[config.mk]
export PLATFORM = sky130hd
export DESIGN_NAME = aou_div
export DESIGN_NICKNAME = d
export VERILOG_FILES = /design/src/rtl/aou_pkg.sv /design/src/rtl/aou_div.sv
export SDC_FILE = /design/constraint.sdc
export NUM_CORES = 2
export LEC_CHECK = 0
export BUFFER_PORTS_ARGS = -buffer_cell sky130_fd_sc_hd__buf_2
export CAP_MARGIN = 10
export CELL_PAD_IN_SITES_DETAIL_PLACEMENT = 0
export CELL_PAD_IN_SITES_GLOBAL_PLACEMENT = 2
export CORE_MARGIN = 8
export CORE_UTILIZATION = 30
export DETAILED_ROUTE_END_ITERATION = 10
export GPL_ROUTABILITY_DRIVEN = 0
export PLACE_DENSITY = 0.59
export SLEW_MARGIN = 20
export SYNTH_ARGS = -nofsm -noshare
export SYNTH_HDL_FRONTEND = slang
export SYNTH_SLANG_ARGS = --single-unit
[constraint.sdc]
create_clock -name clk -period 11.5 [get_ports clk]
set_input_delay 2.875 -clock clk [delete_from_list [all_inputs] [get_ports clk]]
set_output_delay 2.875 -clock clk [all_outputs]
set_load 0.05 [all_outputs]
[src/rtl/aou_pkg.sv]
package aou_pkg;

    localparam logic [31:0] QNAN     = 32'h7FC0_0000;
    localparam logic [31:0] ONE_BITS = 32'h3F80_0000;

    localparam logic [2:0]  MODE_RESET       = 3'd0;
    localparam logic [31:0] BETA_ONE_RESET   = 32'h3F66_6666;
    localparam logic [31:0] BETA_TWO_RESET   = 32'h3F7F_BE77;
    localparam logic [31:0] EPSILON_RESET    = 32'h322B_CC77;
    localparam logic [31:0] DECAY_RESET      = 32'h0000_0000;
    localparam logic [31:0] STEP_RESET       = 32'h0000_0000;
    localparam logic [31:0] INV_CORR_RESET   = 32'h3F80_0000;
    localparam logic [31:0] SHRINK_RESET     = 32'h3F80_0000;

    localparam int MODE_AMSGRAD   = 0;
    localparam int MODE_MAXIMIZE  = 1;
    localparam int MODE_DECOUPLED = 2;

    localparam int SQRT_STAGES = 13;
    localparam int DIV_STAGES  = 9;

    typedef enum logic [2:0] {
        REG_MODE     = 3'd0,
        REG_BETA_ONE = 3'd1,
        REG_BETA_TWO = 3'd2,
        REG_EPSILON  = 3'd3,
        REG_DECAY    = 3'd4,
        REG_STEP     = 3'd5,
        REG_INV_CORR = 3'd6,
        REG_SHRINK   = 3'd7
    } cfg_reg_t;

    typedef struct packed {
        logic [31:0] w;
        logic [31:0] m;
        logic [31:0] v;
        logic [31:0] peak;
    } carry_t;

    localparam int CARRY_W = $bits(carry_t);

    typedef struct packed {
        logic signed [11:0] e;
        logic [23:0]        m;
    } norm_t;

    function automatic logic is_nan(input logic [31:0] x);
        return (x[30:23] == 8'hFF) && (x[22:0] != 23'd0);
    endfunction

    function automatic logic is_inf(input logic [31:0] x);
        return (x[30:23] == 8'hFF) && (x[22:0] == 23'd0);
    endfunction

    function automatic logic [31:0] fp_canon(input logic [31:0] x);
        return is_nan(x) ? QNAN : x;
    endfunction

    // mantissa with leading one at bit 23, biased-style exponent (may go below 1)
    function automatic norm_t fp_norm(input logic [31:0] x);
        norm_t      r;
        logic [23:0] m;
        logic [4:0]  lz;
        m  = (x[30:23] == 8'd0) ? {1'b0, x[22:0]} : {1'b1, x[22:0]};
        lz = 5'd0;
        for (int i = 0; i < 24; i++)
        begin
            if (m[i])
                lz = 5'(23 - i);
        end
        r.m = m << lz;
        r.e = ((x[30:23] == 8'd0) ? 12'sd1 : $signed({4'b0, x[30:23]}))
              - $signed({7'b0, lz});
        return r;
    endfunction

    // m: leading one at bit 26, bits 2..0 guard and sticky; e biased
    function automatic logic [31:0] fp_round(input logic sign, input logic signed [11:0] e,
                                             input logic [26:0] m);
        logic [11:0]        sh;
        logic signed [11:0] e1;
        logic [26:0]        ms;
        logic               lost;
        logic               rnd;
        logic [24:0]        mr;
        logic [23:0]        mant;
        if (e >= 12'sd1)
        begin
            sh = 12'd0;
            e1 = e;
        end
        else
        begin
            sh = 12'(12'sd1 - e);
            e1 = 12'sd1;
        end
        if (sh > 12'd27)
        begin
            ms   = 27'd0;
            lost = |m;
        end
        else
        begin
            ms   = m >> sh;
            lost = |(m & ~(27'h7FF_FFFF << sh));
        end
        rnd = ms[2] & (ms[1] | ms[0] | lost | ms[3]);
        mr  = {1'b0, ms[26:3]} + 25'(rnd);
        if (mr[24])
        begin
            mant = mr[24:1];
            e1   = e1 + 12'sd1;
        end
        else
        begin
            mant = mr[23:0];
        end
        if (e1 >= 12'sd255)
            return {sign, 8'hFF, 23'd0};
        return {sign, mant[23] ? e1[7:0] : 8'h00, mant[22:0]};
    endfunction

    function automatic logic [31:0] fp_mul(input logic [31:0] a, input logic [31:0] b);
        logic               s;
        logic               az;
        logic               bz;
        norm_t              na;
        norm_t              nb;
        logic [47:0]        p;
        logic [26:0]        m;
        logic signed [11:0] e;
        s  = a[31] ^ b[31];
        az = (a[30:0] == 31'd0);
        bz = (b[30:0] == 31'd0);
        na = fp_norm(a);
        nb = fp_norm(b);
        p  = na.m * nb.m;
        if (p[47])
        begin
            m = {p[47:22], |p[21:0]};
            e = na.e + nb.e - 12'sd126;
        end
        else
        begin
            m = {p[46:21], |p[20:0]};
            e = na.e + nb.e - 12'sd127;
        end
        if (is_nan(a) || is_nan(b) || (is_inf(a) && bz) || (is_inf(b) && az))
            return QNAN;
        if (is_inf(a) || is_inf(b))
            return {s, 8'hFF, 23'd0};
        if (az || bz)
            return {s, 31'd0};
        return fp_round(s, e, m);
    endfunction

    function automatic logic [31:0] fp_add(input logic [31:0] a, input logic [31:0] b);
        logic [31:0]        x;
        logic [31:0]        y;
        logic [7:0]         ex;
        logic [7:0]         ey;
        logic [7:0]         d;
        logic [26:0]        bx;
        logic [26:0]        by;
        logic [26:0]        yw;
        logic               stk;
        logic [27:0]        sum;
        logic [27:0]        sn;
        logic [4:0]         lz;
        logic signed [11:0] e;
        if (a[30:0] < b[30:0])
        begin
            x = b;
            y = a;
        end
        else
        begin
            x = a;
            y = b;
        end
        ex = (x[30:23] == 8'd0) ? 8'd1 : x[30:23];
        ey = (y[30:23] == 8'd0) ? 8'd1 : y[30:23];
        d  = ex - ey;
        bx = {(x[30:23] != 8'd0), x[22:0], 3'b000};
        yw = {(y[30:23] != 8'd0), y[22:0], 3'b000};
        if (d > 8'd26)
        begin
            by  = 27'd0;
            stk = |yw;
        end
        else
        begin
            by  = yw >> d;
            stk = |(yw & ~(27'h7FF_FFFF << d));
        end
        by[0] = by[0] | stk;
        if (x[31] == y[31])
            sum = {1'b0, bx} + {1'b0, by};
        else
            sum = {1'b0, bx} - {1'b0, by};
        lz = 5'd0;
        for (int i = 0; i < 28; i++)
        begin
            if (sum[i])
                lz = 5'(27 - i);
        end
        sn = sum << lz;
        e  = $signed({4'b0, ex}) + 12'sd1 - $signed({7'b0, lz});
        if (is_nan(a) || is_nan(b) || (is_inf(a) && is_inf(b) && (a[31] != b[31])))
            return QNAN;
        if (is_inf(a))
            return a;
        if (is_inf(b))
            return b;
        if (sum == 28'd0)
            return {x[31] & y[31], 31'd0};
        return fp_round(x[31], e, {sn[27:2], |sn[1:0]});
    endfunction

    function automatic logic fp_lt(input logic [31:0] a, input logic [31:0] b);
        if (is_nan(a) || is_nan(b))
            return 1'b0;
        if ((a[30:0] == 31'd0) && (b[30:0] == 31'd0))
            return 1'b0;
        if (a[31] != b[31])
            return a[31];
        if (!a[31])
            return a[30:0] < b[30:0];
        return a[30:0] > b[30:0];
    endfunction

endpackage

[src/rtl/aou_div.sv]
module aou_div #(
    parameter int SIDE_W = aou_pkg::CARRY_W
) (
    input  logic              clk,
    input  logic              rst_n,
    input  logic              in_valid,
    input  logic [31:0]       in_num,
    input  logic [31:0]       in_den,
    input  logic [SIDE_W-1:0] in_side,
    output logic              out_valid,
    output logic [31:0]       out_quo,
    output logic [SIDE_W-1:0] out_side
);

    localparam int STAGES = aou_pkg::DIV_STAGES;
    localparam int QUO_W  = 27;
    localparam int PER    = QUO_W / STAGES;

    typedef struct packed {
        logic               special;
        logic [31:0]        sval;
        logic               sign;
        logic signed [11:0] e;
        logic [23:0]        dm;
        logic [24:0]        rem;
        logic [26:0]        quo;
        logic [SIDE_W-1:0]  side;
    } stage_t;

    stage_t            pipe_reg  [0:STAGES];
    stage_t            pipe_next [0:STAGES];
    logic [STAGES:0]   valid_reg;
    logic              out_valid_reg;
    logic [31:0]       out_quo_reg;
    logic [SIDE_W-1:0] out_side_reg;
    logic [31:0]       quo_next;

    function automatic stage_t div_step(input stage_t c);
        stage_t      r;
        logic [24:0] rr;
        r = c;
        if (c.rem >= {1'b0, c.dm})
        begin
            rr    = c.rem - {1'b0, c.dm};
            r.quo = {c.quo[25:0], 1'b1};
        end
        else
        begin
            rr    = c.rem;
            r.quo = {c.quo[25:0], 1'b0};
        end
        r.rem = {rr[23:0], 1'b0};
        return r;
    endfunction

    always_comb
    begin
        aou_pkg::norm_t nn;
        aou_pkg::norm_t nd;
        logic           s;
        logic           nz;
        logic           dz;
        logic           nnan;
        logic           dnan;
        logic           ninf;
        logic           dinf;
        nn   = aou_pkg::fp_norm(in_num);
        nd   = aou_pkg::fp_norm(in_den);
        s    = in_num[31] ^ in_den[31];
        nz   = (in_num[30:0] == 31'd0);
        dz   = (in_den[30:0] == 31'd0);
        nnan = aou_pkg::is_nan(in_num);
        dnan = aou_pkg::is_nan(in_den);
        ninf = aou_pkg::is_inf(in_num);
        dinf = aou_pkg::is_inf(in_den);
        pipe_next[0].special = 1'b1;
        if (dz)
            pipe_next[0].sval = (nnan || nz) ? aou_pkg::QNAN : {s, 8'hFF, 23'd0};
        else if (nnan || dnan || (ninf && dinf))
            pipe_next[0].sval = aou_pkg::QNAN;
        else if (ninf)
            pipe_next[0].sval = {s, 8'hFF, 23'd0};
        else if (dinf || nz)
            pipe_next[0].sval = {s, 31'd0};
        else
        begin
            pipe_next[0].sval    = aou_pkg::QNAN;
            pipe_next[0].special = 1'b0;
        end
        pipe_next[0].sign = s;
        pipe_next[0].e    = nn.e - nd.e;
        pipe_next[0].dm   = nd.m;
        pipe_next[0].rem  = {1'b0, nn.m};
        pipe_next[0].quo  = 27'd0;
        pipe_next[0].side = in_side;
    end

    always_comb
    begin
        stage_t cur;
        for (int s = 0; s < STAGES; s++)
        begin
            cur = pipe_reg[s];
            for (int k = 0; k < PER; k++)
                cur = div_step(cur);
            pipe_next[s + 1] = cur;
        end
    end

    always_comb
    begin
        stage_t fin;
        logic   st;
        fin = pipe_reg[STAGES];
        st  = (fin.rem != 25'd0);
        if (fin.special)
            quo_next = fin.sval;
        else if (fin.quo[26])
            quo_next = aou_pkg::fp_round(fin.sign, fin.e + 12'sd127,
                                         {fin.quo[26:1], fin.quo[0] | st});
        else
            quo_next = aou_pkg::fp_round(fin.sign, fin.e + 12'sd126, {fin.quo[25:0], st});
    end

    always_ff @(posedge clk or negedge rst_n)
    begin
        if (!rst_n)
        begin
            valid_reg     <= '0;
            out_valid_reg <= 1'b0;
        end
        else
        begin
            valid_reg     <= {valid_reg[STAGES-1:0], in_valid};
            out_valid_reg <= valid_reg[STAGES];
        end
    end

    always_ff @(posedge clk)
    begin
        for (int s = 0; s <= STAGES; s++)
            pipe_reg[s] <= pipe_next[s];
        out_quo_reg  <= quo_next;
        out_side_reg <= pipe_reg[STAGES].side;
    end

    assign out_valid = out_valid_reg;
    assign out_quo   = out_quo_reg;
    assign out_side  = out_side_reg;

endmodule

==> metrics.txt <==
status=complete, no violations; top-area cell type share of the netlist area=0.480; pin count of the biggest net entering global routing=34; total CTS buffers=roughly 230; Ports=356; CTS clock-pin slew for the worst setup and hold paths=0.06 ns; clock tree buffer depth=4; vias per cell=4.88; Total GRT Usage=0.161; part of the Yosys area used for sequential elements=0.483; Root Driver=clkbuf_16; Seq cells post-synth=2192; Non-Filler Instances=about 14000; Worst R2R Path Depth=43; slowest stage delay, CP=between 0.4 and 0.5 ns; Syn Nets=9908; max FFs per register=2021; Post-synth EDFFs=0; Slew @ Worst Pin=1.05 ns; share of layout cells above drive strength 1=0.162; initial drt markers=4307; worst-skew pair later-pin latency=0.90 ns; Hold Path Class=register to register; WHS=0.253 ns; die width=567 um; drt pass-1 iters=6; worst hold start=pipe_reg[1][20]; placed cells=~13000; setup TNS=0 ns; crit path launch type=register; Mean Syn Cell Area=10.1 um2; R2R Path Start=pipe_reg[5][181]; first-pass GRT wire length=410 mm; origin of the worst setup path=pipe_reg[5][181]; most frequent cell after synthesis=dfxtp_1; Max Cap Violations=0; final hold viol count=0; CTS Hold Bufs=0; DPL Wire Length=about 220 mm; R2R Path End=pipe_reg[6][166]; Rows=about 200; H-tree lvl count=4; Final Setup Violations=0; Detailed Route WL=272 mm; core area=302000 um2; Crit Path Class=register to register; period utilization=0.920; most frequent CP cell=o21ai_0; slew margin rel.=0.293; Max stage delay cell, worst path=dfxtp_1; Synth area leaders=dfxtp_1 48%, ha_1 9.0%, mux2_2 4.5%; final slew viol count=0; GRT overflow=0; TritonCTS clock tree=done; Tmin final=10.58 ns; die area=roughly 320000 um2; Num Clock Sinks=approximately 2200; Layout Skew=0.0843 ns; vias in the first global route=67000; Area Overhead vs Synth=18.2%; Synth cell types=125; Fill cells=30400; FF-to-FF setup slack=0.92 ns; post-route ant nets=0; CP arrival=11.28 ns; Yosys top cell by area=dfxtp_1; Buffers on Ports=355; CP Max Fanout=28; Mapped Area=91000 um2; initial antenna violation count=9; Cells after Synth=approximately 9000; via count=a little under 70000; Min-Delay Path Depth=0; async set or reset register ratio after synthesis=0.00502; Top FF cell, synth=dfxtp_1; WL per Instance=19.6 um; top cells by count, synth=2181 x dfxtp_1, 656 x ha_1, 590 x nor2_1; Worst Setup EP=pipe_reg[6][166]; NumNets Final=roughly 11000; drt drc=0; Synthesis Warnings=0; f_max=0.0945 GHz; nature of the critical path endpoint=register; die height=567 um; Starting Density=0.301; CP Data Required Time=12.20 ns
## worst min path at each step
stage / end / slack [ns]
2_1_floorplan: out_side[0] / 0.31
3_3_place_gp: pipe_reg[8][35] / 0.31
3_5_place_dp: pipe_reg[8][71] / 0.31
4_1_cts: pipe_reg[2][20] / 0.25
5_1_grt: pipe_reg[2][20] / 0.25
6_report: pipe_reg[2][20] / 0.25
## metal layers
| layer | up-vias | part of all wire | GRT usage |
|---|---|---|---|
| met5 | - | 0 | 0 |
| met4 | 0 | 0.035 | 0.0539 |
| met3 | 495 | 0.040 | 0.0211 |
| met2 | 1458 | 0.47 | 0.277 |
| met1 | 32100 | 0.45 | 0.209 |
| li1 | 33700 | - | - |
## stage by stage
| step | util | setup slack (ns) | area (um2) |
|---|---|---|---|
| 2_1_floorplan | - | 1.12 | 91000 |
| 3_3_place_gp | 0.329 | 0.441 | 99300 |
| 3_5_place_dp | 0.329 | 0.272 | 99300 |
| 4_1_cts | 0.355 | 0.147 | 107000 |
| 5_1_grt | 0.356 | -0.0325 | 107000 |
| 6_report | 0.356 | 0.920 | 108000 |
## cell type report
cell class / instances / area [um2] / share of cell area
Timing Repair Buffer: 671 / 4290 / 0.0399
Tap cell: 3978 / 4980 / 0.0463
Multi-Input combinational cell: 6149 / 44500 / 0.414
Clock inverter: 107 / 1370 / 0.0128
Clock buffer: 323 / 6680 / 0.0621
Sequential cell: 2192 / 43900 / 0.409
Antenna cell: 8 / 20.0 / 0.000186
Inverter: 458 / 1720 / 0.0160
## cells in the final DEF, fill, tap and decap left out, types with 36 or more instances in the layout
cell          n
buf_4       304
or3_1        83
nor2_1      584
o22ai_1      51
a21boi_0     54
o21a_1       86
mux2_2      367
xor2_1      215
clkbuf_16   230
or2_2        43
nor3_1      230
o21ai_0     414
o21bai_1     95
ha_1        656
o31ai_1      59
nor4_1       64
and3_1       65
clkbuf_1     36
nand4_1     146
xnor2_1     372
clkbuf_8     57
a31oi_1      69
nor2b_1      94
a21oi_1     527
buf_2       355
o211ai_1     59
a21o_1      221
nand2_1     571
a211oi_1     69
mux2i_1     117
inv_1       453
and2_1       51
nand2b_1     67
nand3_1     189
dfxtp_1    2180
## kinds of logic (layout without fill, tap and decap cells)
family,Yosys count,in the layout,synth area share
adder cells (fa/ha/maj),668,668,0.0927
multiplexers,496,496,0.0613
buffers and inverters,705,1559,0.0299
AND/OR/NAND/NOR,2305,2305,0.125
AO/OA/AOI/OAI,2089,2089,0.151
XOR/XNOR,590,590,0.0570
other,1,9,0.0000412
flip-flops,2192,2192,0.483
## what timing repair did
action / in CTS / in global routing
buffers inserted: 0 / 3
endpoints found under the hold margin: 0 / 0
gates resized for setup: 0 / 19
endpoints found under the setup margin: 0 / 99
## critical path: cells and delay by family, from the launching register on
family / cells / cell delay (ns)
DFF: 1 / 0.48
adders and majority gates: 3 / 1.01
buffers and inverters: 4 / 0.95
AOI/OAI and AO/OA: 27 / 6.17
muxes: 2 / 0.74
and+or+nand+nor: 7 / 1.02
Power is not shown: default switching activity piles up to over one toggle a cycle in this logic, so the estimate is an artifact.
